`src/sv/ddp_pkg.sv`:
```
// Package for the DDP RGB packetizer: sizes, protocol constants, register
// indexes and the command that the front end queues for the back end.
// No dependencies.
`default_nettype none

package ddp_pkg;

  // Packet sizing
  localparam int MAX_PAYLOAD_BYTES = 1440;
  localparam int PKT_POS_W         = $clog2(MAX_PAYLOAD_BYTES + 1);

  // Field widths
  localparam int FRAME_W  = 24;
  localparam int PIX3_W   = FRAME_W + 2;
  localparam int OFFSET_W = 32;
  localparam int LEN_W    = 16;
  localparam int SEQ_W    = 4;
  localparam int BYTE_W   = 8;

  // Header constants
  localparam logic [BYTE_W-1:0] DDP_VERSION  = 8'h40;
  localparam logic [BYTE_W-1:0] DDP_PUSH     = 8'h01;
  localparam logic [BYTE_W-1:0] DDP_TYPE_RGB = 8'h0b;
  localparam logic [SEQ_W-1:0]  SEQ_TOP      = 4'd15;
  localparam logic [SEQ_W-1:0]  SEQ_FIRST    = 4'd1;

  // Configuration register indexes
  localparam int CFG_IDX_W = 1;
  localparam logic [CFG_IDX_W-1:0] CFG_PIXEL_START = 1'b0;
  localparam logic [CFG_IDX_W-1:0] CFG_DEST_ID     = 1'b1;
  localparam logic [BYTE_W-1:0]    DEST_ID_RESET   = 8'h01;

  // Command queue between front and back end
  localparam int FIFO_DEPTH = 4;
  localparam int FIFO_PTR_W = $clog2(FIFO_DEPTH);
  localparam int FIFO_CNT_W = $clog2(FIFO_DEPTH + 1);

  // One payload byte, with the header it opens when has_hdr is set
  typedef struct packed {
    logic [BYTE_W-1:0]   data;
    logic                pkt_end;
    logic                has_hdr;
    logic                last_pkt;
    logic [SEQ_W-1:0]    seq;
    logic [BYTE_W-1:0]   dest;
    logic [OFFSET_W-1:0] offset;
    logic [LEN_W-1:0]    length;
  } cmd_t;

endpackage

`default_nettype wire

```
`src/sv/ddp_rgb_packetizer.sv`:
```
// Top level of the DDP RGB packetizer: front end, command queue, back end.
// Depends on ddp_pkg, ddp_front, ddp_fifo and ddp_back.
`default_nettype none

// The block takes one frame payload byte per transaction on the slave side
// and sends DDP packets one byte per transaction on the master side. Each
// packet carries at most 1440 data bytes and is preceded by a 10-byte header
// (version with the push flag on the frame's last packet, sequence number
// 1..15, data type RGB, destination id, big-endian 32-bit byte offset and
// big-endian 16-bit length). m_tlast marks the final byte of a packet and
// m_tuser marks the data byte that closes the output run of one input byte.
// Bytes outside an open frame, or beyond its announced length, are dropped.
// A new frame_start abandons any open frame at once. Rate: data flows at one
// byte per cycle while m_tready is high and no header is being sent; the
// first byte of each packet occupies the back end for its 10 header bytes and
// its data byte. The 4-entry command queue takes up to four further input
// bytes during a header, then s_tready drops. Write the configuration
// registers (pixel_start at index 0, destination_id at index 1) only while
// no frame bytes are in flight.

module ddp_rgb_packetizer
  import ddp_pkg::*;
(
  input  logic                 clk,
  input  logic                 rst,
  // Configuration write channel
  input  logic                 cfg_valid,
  output logic                 cfg_ready,
  input  logic [CFG_IDX_W-1:0] cfg_index,
  input  logic [FRAME_W-1:0]   cfg_data,
  // Payload input
  input  logic                 s_tvalid,
  output logic                 s_tready,
  input  logic [31:0]          s_tdata,   // [7:0] data_byte, [31:8] frame_bytes
  input  logic                 s_tuser,   // [0] frame_start
  // Packet output
  output logic                 m_tvalid,
  input  logic                 m_tready,
  output logic [BYTE_W-1:0]    m_tdata,   // [7:0] out_byte
  output logic                 m_tlast,   // packet_end
  output logic                 m_tuser    // [0] run_last
);

  logic push;
  logic pop;
  logic full;
  logic empty;
  cmd_t push_cmd;
  cmd_t pop_cmd;

  // Track frames and classify each accepted byte
  ddp_front u_front (
    .clk       (clk),
    .rst       (rst),
    .cfg_valid (cfg_valid),
    .cfg_ready (cfg_ready),
    .cfg_index (cfg_index),
    .cfg_data  (cfg_data),
    .s_tvalid  (s_tvalid),
    .s_tready  (s_tready),
    .s_tdata   (s_tdata),
    .s_tuser   (s_tuser),
    .push      (push),
    .push_cmd  (push_cmd),
    .full      (full)
  );

  // Decouple classification from byte emission
  ddp_fifo u_fifo (
    .clk      (clk),
    .rst      (rst),
    .push     (push),
    .push_cmd (push_cmd),
    .full     (full),
    .pop      (pop),
    .pop_cmd  (pop_cmd),
    .empty    (empty)
  );

  // Expand commands into header and data bytes
  ddp_back u_back (
    .clk      (clk),
    .rst      (rst),
    .pop_cmd  (pop_cmd),
    .empty    (empty),
    .pop      (pop),
    .m_tvalid (m_tvalid),
    .m_tready (m_tready),
    .m_tdata  (m_tdata),
    .m_tlast  (m_tlast),
    .m_tuser  (m_tuser)
  );

endmodule

`default_nettype wire

```
`src/sv/ddp_front.sv`:
```
// Front end of the DDP packetizer: configuration registers, frame and packet
// tracking, and classification of each payload byte into a queued command.
// Depends on ddp_pkg.
`default_nettype none

module ddp_front
  import ddp_pkg::*;
(
  input  logic                 clk,
  input  logic                 rst,
  input  logic                 cfg_valid,
  output logic                 cfg_ready,
  input  logic [CFG_IDX_W-1:0] cfg_index,
  input  logic [FRAME_W-1:0]   cfg_data,
  input  logic                 s_tvalid,
  output logic                 s_tready,
  input  logic [31:0]          s_tdata,
  input  logic                 s_tuser,
  output logic                 push,
  output cmd_t                 push_cmd,
  input  logic                 full
);

  logic [PIX3_W-1:0]    pix3;
  logic [BYTE_W-1:0]    dest_id;
  logic [SEQ_W-1:0]     sequence_number;
  logic [FRAME_W-1:0]   frame_length;
  logic [FRAME_W-1:0]   frame_position;
  logic [PKT_POS_W-1:0] packet_position;
  logic                 frame_active;

  logic [BYTE_W-1:0]    in_data;
  logic [FRAME_W-1:0]   in_total;
  logic                 accept;
  logic [FRAME_W-1:0]   len_eff;
  logic [FRAME_W-1:0]   pos_eff;
  logic [PKT_POS_W-1:0] ppos_eff;
  logic                 act_eff;
  logic                 take;
  logic                 hdr;
  logic [FRAME_W-1:0]   remain;
  logic                 last_pkt;
  logic [FRAME_W-1:0]   pos_new;
  logic [PKT_POS_W-1:0] ppos_new;
  logic                 frame_done;
  logic                 pkt_end;
  logic [SEQ_W-1:0]     seq_next;

  assign cfg_ready = 1'b1;
  assign s_tready  = !full;
  assign accept    = s_tvalid && s_tready;
  assign in_data   = s_tdata[BYTE_W-1:0];
  assign in_total  = s_tdata[BYTE_W +: FRAME_W];

  always_comb begin
    len_eff    = s_tuser ? in_total : frame_length;
    pos_eff    = s_tuser ? '0 : frame_position;
    ppos_eff   = s_tuser ? '0 : packet_position;
    act_eff    = s_tuser ? (in_total != '0) : frame_active;
    take       = act_eff && (pos_eff < len_eff);
    hdr        = (ppos_eff == '0);
    remain     = len_eff - pos_eff;
    last_pkt   = (remain <= FRAME_W'(MAX_PAYLOAD_BYTES));
    pos_new    = pos_eff + FRAME_W'(1);
    ppos_new   = ppos_eff + PKT_POS_W'(1);
    frame_done = (pos_new >= len_eff);
    pkt_end    = (ppos_new >= PKT_POS_W'(MAX_PAYLOAD_BYTES)) || frame_done;
    seq_next   = (sequence_number >= SEQ_TOP) ? SEQ_FIRST : sequence_number + SEQ_W'(1);
  end

  assign push = accept && take;

  always_comb begin
    push_cmd          = '0;
    push_cmd.data     = in_data;
    push_cmd.pkt_end  = pkt_end;
    push_cmd.has_hdr  = hdr;
    push_cmd.last_pkt = last_pkt;
    push_cmd.seq      = seq_next;
    push_cmd.dest     = dest_id;
    push_cmd.offset   = OFFSET_W'(pix3) + OFFSET_W'(pos_eff);
    push_cmd.length   = last_pkt ? LEN_W'(remain) : LEN_W'(MAX_PAYLOAD_BYTES);
  end

  always_ff @(posedge clk) begin
    if (rst) begin
      pix3            <= '0;
      dest_id         <= DEST_ID_RESET;
      sequence_number <= '0;
      frame_length    <= '0;
      frame_position  <= '0;
      packet_position <= '0;
      frame_active    <= 1'b0;
    end else begin
      if (cfg_valid && cfg_ready) begin
        unique case (cfg_index)
          CFG_PIXEL_START: pix3    <= {cfg_data, 1'b0} + PIX3_W'(cfg_data);
          CFG_DEST_ID:     dest_id <= cfg_data[BYTE_W-1:0];
          default: ;
        endcase
      end
      if (accept) begin
        frame_length    <= len_eff;
        frame_position  <= take ? pos_new : pos_eff;
        packet_position <= take ? (pkt_end ? '0 : ppos_new) : ppos_eff;
        frame_active    <= take ? !frame_done : act_eff;
        if (take && hdr) begin
          sequence_number <= seq_next;
        end
      end
    end
  end

endmodule

`default_nettype wire

```
`src/sv/ddp_fifo.sv`:
```
// Short command queue between the packetizer's front and back end.
// Depends on ddp_pkg.
`default_nettype none

module ddp_fifo
  import ddp_pkg::*;
(
  input  logic clk,
  input  logic rst,
  input  logic push,
  input  cmd_t push_cmd,
  output logic full,
  input  logic pop,
  output cmd_t pop_cmd,
  output logic empty
);

  cmd_t                  entries [FIFO_DEPTH];
  logic [FIFO_PTR_W-1:0] wr_ptr;
  logic [FIFO_PTR_W-1:0] rd_ptr;
  logic [FIFO_CNT_W-1:0] count;
  logic                  do_push;
  logic                  do_pop;

  assign full    = (count == FIFO_CNT_W'(FIFO_DEPTH));
  assign empty   = (count == '0);
  assign do_push = push && !full;
  assign do_pop  = pop && !empty;
  assign pop_cmd = entries[rd_ptr];

  always_ff @(posedge clk) begin
    if (do_push) begin
      entries[wr_ptr] <= push_cmd;
    end
  end

  always_ff @(posedge clk) begin
    if (rst) begin
      wr_ptr <= '0;
      rd_ptr <= '0;
      count  <= '0;
    end else begin
      if (do_push) begin
        wr_ptr <= (wr_ptr == FIFO_PTR_W'(FIFO_DEPTH - 1)) ? '0 : wr_ptr + FIFO_PTR_W'(1);
      end
      if (do_pop) begin
        rd_ptr <= (rd_ptr == FIFO_PTR_W'(FIFO_DEPTH - 1)) ? '0 : rd_ptr + FIFO_PTR_W'(1);
      end
      unique case ({do_push, do_pop})
        2'b10:   count <= count + FIFO_CNT_W'(1);
        2'b01:   count <= count - FIFO_CNT_W'(1);
        default: ;
      endcase
    end
  end

endmodule

`default_nettype wire

```
`src/sv/ddp_back.sv`:
```
// Back end of the DDP packetizer: expands each queued command into its
// header bytes and data byte, behind a registered output stage.
// Depends on ddp_pkg.
`default_nettype none

module ddp_back
  import ddp_pkg::*;
(
  input  logic              clk,
  input  logic              rst,
  input  cmd_t              pop_cmd,
  input  logic              empty,
  output logic              pop,
  output logic              m_tvalid,
  input  logic              m_tready,
  output logic [BYTE_W-1:0] m_tdata,
  output logic              m_tlast,
  output logic              m_tuser
);

  typedef enum logic [3:0] {
    B_VER, B_SEQ, B_TYPE, B_DEST, B_OFF3, B_OFF2, B_OFF1, B_OFF0, B_LEN1, B_LEN0, B_DATA
  } byte_idx_t;

  cmd_t              cur;
  logic              cur_valid;
  byte_idx_t         idx;
  logic              adv;
  logic              fire;
  logic              final_byte;
  logic              load;
  logic [BYTE_W-1:0] byte_sel;

  assign adv        = !m_tvalid || m_tready;
  assign fire       = cur_valid && adv;
  assign final_byte = (idx == B_DATA);
  assign load       = !empty && (!cur_valid || (fire && final_byte));
  assign pop        = load;

  always_comb begin
    unique case (idx)
      B_VER:   byte_sel = DDP_VERSION | (cur.last_pkt ? DDP_PUSH : '0);
      B_SEQ:   byte_sel = BYTE_W'(cur.seq);
      B_TYPE:  byte_sel = DDP_TYPE_RGB;
      B_DEST:  byte_sel = cur.dest;
      B_OFF3:  byte_sel = cur.offset[31:24];
      B_OFF2:  byte_sel = cur.offset[23:16];
      B_OFF1:  byte_sel = cur.offset[15:8];
      B_OFF0:  byte_sel = cur.offset[7:0];
      B_LEN1:  byte_sel = cur.length[15:8];
      B_LEN0:  byte_sel = cur.length[7:0];
      B_DATA:  byte_sel = cur.data;
      default: byte_sel = cur.data;
    endcase
  end

  always_ff @(posedge clk) begin
    if (rst) begin
      cur_valid <= 1'b0;
      idx       <= B_VER;
      m_tvalid  <= 1'b0;
      m_tdata   <= '0;
      m_tlast   <= 1'b0;
      m_tuser   <= 1'b0;
    end else begin
      if (adv) begin
        m_tvalid <= cur_valid;
      end
      if (fire) begin
        m_tdata <= byte_sel;
        m_tlast <= final_byte && cur.pkt_end;
        m_tuser <= final_byte;
      end
      if (load) begin
        cur_valid <= 1'b1;
        idx       <= pop_cmd.has_hdr ? B_VER : B_DATA;
      end else if (fire && final_byte) begin
        cur_valid <= 1'b0;
      end else if (fire) begin
        idx <= byte_idx_t'(idx + 4'd1);
      end
    end
  end

  always_ff @(posedge clk) begin
    if (load) begin
      cur <= pop_cmd;
    end
  end

endmodule

`default_nettype wire

```
`config.mk`:
```
export PLATFORM = sky130hd
export DESIGN_NAME = ddp_rgb_packetizer
export DESIGN_NICKNAME = d
export VERILOG_FILES = /design/src/sv/ddp_pkg.sv /design/src/sv/ddp_rgb_packetizer.sv /design/src/sv/ddp_front.sv /design/src/sv/ddp_fifo.sv /design/src/sv/ddp_back.sv
export SDC_FILE = /design/constraint.sdc
export NUM_CORES = 1
export LEC_CHECK = 0
export ABC_CLOCK_PERIOD_IN_PS = 11270
export BUFFER_PORTS_ARGS = -buffer_cell sky130_fd_sc_hd__buf_2
export CELL_PAD_IN_SITES_DETAIL_PLACEMENT = 1
export CELL_PAD_IN_SITES_GLOBAL_PLACEMENT = 2
export CORE_ASPECT_RATIO = 0.8
export CORE_MARGIN = 2
export CORE_UTILIZATION = 45
export CTS_CLUSTER_SIZE = 25
export DETAILED_ROUTE_END_ITERATION = 8
export PLACE_DENSITY_LB_ADDON = 0.1
export SLEW_MARGIN = 20
export SYNTH_ARGS = -nofsm -noshare
export SYNTH_HDL_FRONTEND = slang
export SYNTH_SLANG_ARGS = --single-unit
export TNS_END_PERCENT = 1
```
`constraint.sdc`:
```
create_clock -name clk -period 11.27 [get_ports clk]
set_input_delay 2.254 -clock clk [delete_from_list [all_inputs] [get_ports clk]]
set_output_delay 2.254 -clock clk [all_outputs]
set_load 0.02 [all_outputs]
```
==> results.md, run 1 <==
- The run finished with clean final reports.
- The pin slew with the least headroom to its limit is approximately 1100 ps.
- The kind of critical path is in2reg.
- The post-layout net count is 2143.
- The kind of path behind the tightest hold check is reg2reg.
- Entering global routing, the biggest net connects just under 70 pins.
- The worst register-to-register path ends at u_front.packet_position[5].
- A synthesized cell averages between 10 and 15 sq um.
- Once placement finished, the instance area stood at between 20000 and 25000 sq um.
- In the post-synthesis netlist, the biggest area contributors are edfxtp_1, dfxtp_1, mux4_2, ha_1, a21oi_1.
- The number of slew-limit violations in the final report came to 0.
- For the worst-skew pair, the clock arrives at the later sink with an insertion delay of about 600 ps.
- After layout, the worst setup slack is between 3000 and 4000 ps.
- The clock input transition at the sequential cells of the worst setup and hold paths is approximately 70 ps.
- The largest fanout of any net on the critical path is between 50 and 60.
- The number of global-route vias before repair is 16.0k.
- The post-CTS repair timing setup buffer count is 0.
- Setup repair after global routing left no endpoint under its margin.
- The post-route netlist has approximately 14% of its cells at a drive strength greater than 1.
- In this run the critical register-to-register path is launched from u_front.frame_position[1].
- The worst path arrival time is approximately 8100 ps.
- The share of flip-flops with an asynchronous set or reset after synthesis is 0%.
- The final cell utilization of the core is 51.0%.
- At the placement stage, the worst setup path has a slack of ~3100 ps.
- The signed area change from the synthesized netlist to the final layout is 11.4%.
- The CTS root buffer is clkbuf_16.
- The worst pin sits at a relative slew slack of around 29%.
- Summed over all failing endpoints, the final setup total negative slack is 0 ps.
- The first global-routing pass estimated 98200 um of wire.
- The startpoint kind of the worst setup timing path is a primary input.
- Setup violations remaining at the end of the flow were counted as 0.
- The number of flip-flops and latches in the synthesized netlist is 452.
- At the end of routability-driven placement, the weighted congestion stood at 0.878.
- For this design the static power due to leakage is ~9.3 nW.
- The flip-flop cell with the highest count after synthesis is edfxtp_1.
- Global routing used about a quarter of the available tracks.
- The worst setup path is captured at a register.
- The instance count of the mapped netlist is ~1.9k.
- Buffers placed on the I/O ports in this run total 74.
- The most critical setup path has its endpoint at u_front.packet_position[5].
- In the global route stage, met1 resource usage came out at about a third.
- The H-tree depth is 2.
- In the layout the commonest cells are edfxtp_1, nand2_1, a21oi_1, nor2_1, dfxtp_1.
- The unique cell type count in the Yosys netlist is between 90 and 100.
- Across all layers, the routed design uses roughly 16k vias.
- Summing internal, switching and leakage power gives 5.05 mW.
- The first routing iteration left 1086 violations.
- The post-cts sizing count is 0.
- The critical path data required time is between 10000 and 15000 ps.
- In the finished design, the share of the clock period the worst path needs comes to 67.7%.
- The floorplan has 73 rows.
- The tree built by TritonCTS fans out to 452 sinks.
- The cell area power density is 199 nW/um^2.
- For this run, the detailed router's first-pass iteration total came to 5.
- The initial standard-cell utilization of the core is a little under half.
- The beginning of the critical path is s_tuser.
- The TritonCTS clock tree is done.
- Dividing the detail-routed wire length by the instance count gives 23.6 um.
- The count of final hold-check violations is 0.
- In this run the register-to-register setup slack is between 5000 and 6000 ps.
- The number of cells on the worst reg-to-reg path is 18.
- The library cell used most frequently in the layout, excluding fill and tap cells, is edfxtp_1.
- The boundary pin count is 76.
- The summed instance area of the synthesized netlist is around 23000 sq um.
- In the global route stage, met3 resource usage came out at under 10%.
- The number of buffers inserted by hold repair at cts is 0.
- The share of the yosys chip area belonging to registers is around 54%.
- After detailed routing, the number of vias per cell comes to between 5 and 6.
- The HPWL after detailed placement is roughly 45000 um.
- The met2 usage is about two fifths.
- IR analysis of the VDD net gives a maximum drop of approximately 0.15 mV.
- Based on the critical path, the design can be clocked at up to between 0.1 and 0.15 GHz.
- The number of antenna violations at the first check in global routing is 3.
- The die outline height is roughly 210 um.
- Once layout is done, the placed cells without fillers occupy between 20000 and 30000 sq um.
- The core area is between 40000 and 50000 sq um.
- Counting flops with a built-in enable in the synthesized netlist gives about 330.
- The number of warning messages in the yosys log is 0.
- The number of buffers added by the clock tree synthesis step is 47.
- The max-capacitance violation count is 0.
- The busiest layer in global routing is met2.
- The largest total area in the synthesized netlist belongs to edfxtp_1.
- The full die area is between 50000 and 60000 sq um.
- In this run the biggest area consumer among cell types represents between 40% and 50% of the synthesized area.
- After detailed routing, the total wire length is approximately 64000 um.
- No sink is reached through more buffers than the 3 on the longest clock path.
- After detailed routing, the number of remaining DRC violations is 0.
- The die outline width is around 260 um.
- The smallest clock period supported by the final layout is computed as 7630 ps.
- The clock tree skew after final layout is 36.8 ps.
- In this run the remaining antenna-violating nets after routing total 0.
- For this run the aggregate overflow at the end of global routing stands at 0.
-- cell families (layout without fill, tap and decap cells) --
| logic type | Yosys count | after routing | synth area share, % |
|---|---|---|---|
| buf+inv | 181 | 258 | 3.22 |
| mux | 100 | 100 | 8.02 |
| other cells | 2 | 24 | 0.0329 |
| fa+ha+maj | 106 | 106 | 5.81 |
| flops | 452 | 452 | 54.1 |
| compound gates | 462 | 462 | 13.7 |
| simple gates | 520 | 520 | 11.3 |
| xor+xnor | 101 | 101 | 3.87 |
-- worst min-delay path by stage --
| stage | startpoint | end | slack (ps) | depth (start not counted) |
|---|---|---|---|---|
| final | u_back.m_tuser | u_back.m_tuser | 450 | 2 |
| after floorplan | u_front.pix3[13] | u_front.pix3[13] | 440 | 2 |
| after CTS | u_back.m_tuser | u_back.m_tuser | 460 | 2 |
| after global routing | u_front.pix3[17] | u_front.pix3[17] | 490 | 2 |
| after global placement | u_back.m_tuser | u_back.m_tuser | 440 | 2 |
| after detailed placement | u_back.m_tuser | u_back.m_tuser | 450 | 2 |
-- power breakdown --
| group | switching, mW | internal [mW] |
|---|---|---|
| Sequential | 0.147 | 2.08 |
| Combinational | 0.753 | 0.462 |
| Clock | 0.697 | 0.907 |
-- per-stage QoR --
step	std cells	hold slack [ps]
3_3_place_gp	2607	442
5_1_grt	2695	487
6_report	2698	453
4_1_cts	2695	458
2_1_floorplan	1943	436
3_5_place_dp	2607	449
-- cells in the mapped netlist, drive strengths merged (7+ instances only) --
library cell	n
a31oi	17
edfxtp	329
nand2	150
nor2b	37
nand2b	26
nand3	44
and3	17
nor2	123
xor2	38
xnor2	63
buf	35
clkbuf	65
nor3	23
or3b	7
a22o	22
o211ai	11
a21o	44
and2	15
nand4	20
maj3	7
dfxtp	123
o21ai	84
a211oi	42
mux2i	30
nor4	13
or3	17
a211o	9
o21bai	8
ha	97
a22oi	7
o21a	10
inv	81
mux4	66
a21oi	136
-- registers in the layout, indices dropped and copies added, names as in the netlist, 3 cells and up, named ones only --
name and cells:
u_front.frame_position 24, u_front.frame_length 24, u_back.idx 4, u_fifo.entries 264, u_back.cur 65, u_front.packet_position 11
u_back.m_tdata 8, u_front.dest_id 8, u_fifo.count 3, u_front.pix3 26, u_front.sequence_number 4
-- cell type report --
cell class              count  area (sq um)
diodes                      3          7.51
flip-flops and latches    452         12300
multi-input cells        1310          9850
well taps                 675           845
repair buffers             89           488
clock inverters            32           328
fillers                  5218         24400
clock buffers              56          1260
inverters                  81           304
-- worst max-delay path, stage by stage --
cell and delay [ps]:
buf_4 290, nor2b_1 410, ha_1 360, nand4_1 220, or4_1 600, nor3_1 380, and3_1 290, and3_1 250
and3_1 260, xnor2_1 90, ha_1 280, nand2_1 80, nor4_1 420, a21oi_1 110, o21ai_0 730, a21o_1 290
or3_1 330, nor2_2 110, a221o_1 330
-- layer usage --
| layer | part of all wire (%) | vias up |
|---|---|---|
| li1 | - | 7355 |
| met1 | 47 | 7908 |
| met2 | 45 | 372 |
| met3 | 6.2 | 70 |
| met4 | 1.9 | 0 |
| met5 | 0 | - |
No activity file was read; power rests on OpenSTA's default activity.
==> run 2: changes to the inputs <==
--- a/config.mk
+++ b/config.mk
@@ -5,13 +5,13 @@
 export SDC_FILE = /design/constraint.sdc
 export NUM_CORES = 1
 export LEC_CHECK = 0
-export ABC_CLOCK_PERIOD_IN_PS = 11270
+export ABC_CLOCK_PERIOD_IN_PS = 7300
 export BUFFER_PORTS_ARGS = -buffer_cell sky130_fd_sc_hd__buf_2
 export CELL_PAD_IN_SITES_DETAIL_PLACEMENT = 1
 export CELL_PAD_IN_SITES_GLOBAL_PLACEMENT = 2
 export CORE_ASPECT_RATIO = 0.8
 export CORE_MARGIN = 2
-export CORE_UTILIZATION = 45
+export CORE_UTILIZATION = 43
 export CTS_CLUSTER_SIZE = 25
 export DETAILED_ROUTE_END_ITERATION = 8
 export PLACE_DENSITY_LB_ADDON = 0.1
==> constraint.sdc (replaced) <==
create_clock -name clk -period 7.3 [get_ports clk]
set_input_delay 1.46 -clock clk [delete_from_list [all_inputs] [get_ports clk]]
set_output_delay 1.46 -clock clk [all_outputs]
set_load 0.02 [all_outputs]
==> results.md, run 2 (synthesized netlist as in run 1, its figures left out) <==
- Run status: finished clean (unchanged).
- The count of final hold-check violations is 0 (unchanged).
- The number of antenna violations at the first check in global routing is 1 (was 3).
- The weighted congestion at the end of routability-driven global placement is 0.880 (was 0.878).
- The number of global-route vias before repair is 15.9k (was 16.0k).
- The count of nets left with antenna violations after detail routing is 0 (unchanged).
- The commonest non-fill, non-tap cell in the layout is edfxtp_1 (unchanged).
- The first-pass GRT wire length is 97100 um (was 98200 um).
- The number of buffers on the longest clock path was 3 (unchanged).
- The number of buffers inserted by hold repair at cts is 0 (unchanged).
- The H-tree depth was 2 (unchanged).
- The worst path arrival time came to 6890 ps (was 8110 ps).
- The clock input transition at the sequential cells of the worst setup and hold paths is 60 ps (was 70 ps).
- The total power is 7.94 mW (was 5.05 mW).
- The quantity of I/O buffers inserted on ports is 74 (unchanged).
- The HPWL after detailed placement is 45800 um (was 45000 um).
- The number of buffers added by the clock tree synthesis step was 47 (unchanged).
- The peak supply drop is 0.218 mV (was 0.151 mV).
- The iteration count of the initial detailed-routing pass is 5 (unchanged).
- The via-per-instance ratio is 5.72 (was 5.82).
- The maximum cell stage delay along the critical path is 610 ps (was 730 ps).
- The pin slew with the least headroom to its limit came to 1070 ps (about the same).
- The total stage count of the critical path is 21 (was 19).
- The category of the worst setup path capture point is a register (unchanged).
- The slowest cell on the critical path is or4_1 (was o21ai_0).
- The flip-flop count of the largest register, all copies and words added was 264 (unchanged).
- The kind of critical path is in2reg (unchanged).
- The share of final-layout standard cells stronger than drive strength 1 came to 15.0% (was 14.3%).
- The cell repeated most along the worst path is and3_1 (unchanged).
- The post-cts sizing count was 0 (unchanged).
- The wire length per cell was 23.1 um (was 23.6 um).
- The TritonCTS sink count came to 452 (unchanged).
- The post-CTS repair timing setup buffer count is 0 (unchanged).
- The total buffers and inverters traversed by the critical path was 1 (unchanged).
- The kind of path behind the tightest hold check is reg2reg (unchanged).
- The final cell utilization of the core is 49.2% (was 51.0%).
- The worst-skew pair later-pin latency came to 610 ps (was 600 ps).
- The post-layout net count was 2167 (was 2143).
- The DRC marker count from the first detailed-route iteration came to 1024 (was 1086).
- The final critical path time including I/O delays and setup is ~6300 ps.
- The TritonCTS clock tree is done (unchanged).
- The count of filler cells inserted in the layout is 5460 (was 5218).
- The core area is 52500 sq um (was 49900 sq um).
- Series of cell instances along the critical path: buf_4, nor2b_1, ha_1, nand4_1, or4_1, nor3_1, and3_1, and3_1, and3_1, nand3_1, xor2_1, nor2_1, ha_1, a2111oi_0, o21ai_0, a21oi_1, o21ai_0, a21o_1, or3_1, nor4_1, a221o_1 (was buf_4, nor2b_1, ha_1, nand4_1, or4_1, nor3_1, and3_1, and3_1, and3_1, xnor2_1, ha_1, nand2_1, nor4_1, a21oi_1, o21ai_0, a21o_1, or3_1, nor2_2, a221o_1).
- The remaining global-route overflow is 0 (unchanged).
- The largest fanout of any net on the critical path is 8 (was 53).
- The tightest slew margin relative to the limit is 28.6% (about the same).
- Largest regs: u_fifo.entries (264), u_back.cur (65), u_front.pix3 (26) (unchanged).
- The startpoint kind of the worst setup timing path is a primary input (unchanged).
- Most frequent cells in the layout: edfxtp_1, nand2_1, a21oi_1, nor2_1, dfxtp_1 (unchanged).
- The critical path data required time is 7840 ps (was 11750 ps).
- The instance count along the most critical hold path is 2 (unchanged).
- The pre-CTS setup slack is 362 ps (was 3140 ps).
- The total length of routed wires was 63200 um (was 63600 um).
- The DRC violations left is 0 (unchanged).
- The top cell family by delay on the critical path is simple AND/OR/NAND/NOR gates (unchanged).
- The full die area is 55000 sq um (was 52600 sq um).
- The max-capacitance violation count came to 0 (unchanged).
- The total global routing track utilization came to 23.2% (was 24.5%).
- The total vias in the final route is 15.7k (about the same).
- The clock tree skew after final layout is 20.4 ps (was 36.8 ps).
- Of the available clock period, the critical path in the final layout requires slightly below 90%.
- The boundary pin count is 76 (unchanged).
- The initial standard-cell utilization of the core is 43.5% (was 45.8%).
- The count of final setup violators is 0 (unchanged).
- The most flop-heavy register was u_fifo.entries (unchanged).
- The die outline width came to 262 um (was 256 um).
- The maximum number of pins on one net before global-route repair is 69 (unchanged).
- The die outline height is 210 um (was 205 um).
- RSZ-0062 raised after global routing: false (unchanged).
- The timing-limited maximum frequency is around 0.16 GHz.
- The register-to-register setup slack is 1400 ps (was 5110 ps).
- The standard-cell row count was 75 (was 73).
- The number of cells on the worst reg-to-reg path was 20 (was 18).
- The signed area change from the synthesized netlist to the final layout came to 13.1% (was 11.4%).
- The cell area power density came to 308 nW/um^2 (was 199 nW/um^2).
- The number of slew-limit violations in the final report is 0 (unchanged).
- The leakage component of the power is 9.47 nW (was 9.28 nW).
- The CTS root buffer is clkbuf_16 (unchanged).
- The final setup slack of the worst path is 950 ps (was 3640 ps).
==> run 2: worst paths after layout <==
check / from / endpoint
max: s_tuser / u_front.packet_position[5]
min: u_front.pix3[21] / u_front.pix3[21]
max reg2reg: u_front.frame_position[1] / u_front.packet_position[5]
min reg2reg: u_front.pix3[21] / u_front.pix3[21]
==> run 2: report_power, final <==
part	switching (mW)	total (mW)	leakage, nW	internal, mW
Sequential	0.257	3.47	4.01	3.21
Clock	1.09	2.61	0.815	1.52
Combinational	1.13	1.86	4.65	0.738
==> run 2: routing by layer <==
metal	GRT usage [%]	vias to the layer above	share of wire, %
met4	5.29	0	1.7
li1	-	7418	-
met3	3.38	70	4.5
met2	36.3	316	46
met5	0	-	0
met1	34.1	7847	48
==> run 2: stage by stage <==
| stage | setup TNS (ps) | instances | hold slack [ps] | cell area, sq um |
|---|---|---|---|---|
| CTS | 0 | 2737 | 465 | 25800 |
| floorplan | -74720 | 1943 | 436 | 22900 |
| detailed placement | 0 | 2649 | 455 | 24100 |
| global route | 0 | 2737 | 493 | 25800 |
| finish | 0 | 2738 | 464 | 25800 |
| global placement | 0 | 2649 | 450 | 24100 |
==> run 2: final cells by class <==
class	count	area, sq um	share of cell area (%)
sequential	452	12300	47.8
multi-input combinational	1310	9840	38.1
clock buffer	56	1270	4.93
tap	693	867	3.36
timing repair buffer	113	768	2.98
clock inverter	32	419	1.62
inverter	81	304	1.18
antenna	1	2.50	0.00969
==> run 2: worst reg2reg max path, delay by kind of cell, from the launching register on <==
| family | cells | cell delay (ps) |
|---|---|---|
| flip-flops | 1 | 580 |
| AND/OR/NAND/NOR | 11 | 3190 |
| adder cells (fa/ha/maj) | 2 | 440 |
| AO/OA/AOI/OAI | 6 | 1490 |
| XOR/XNOR | 1 | 140 |
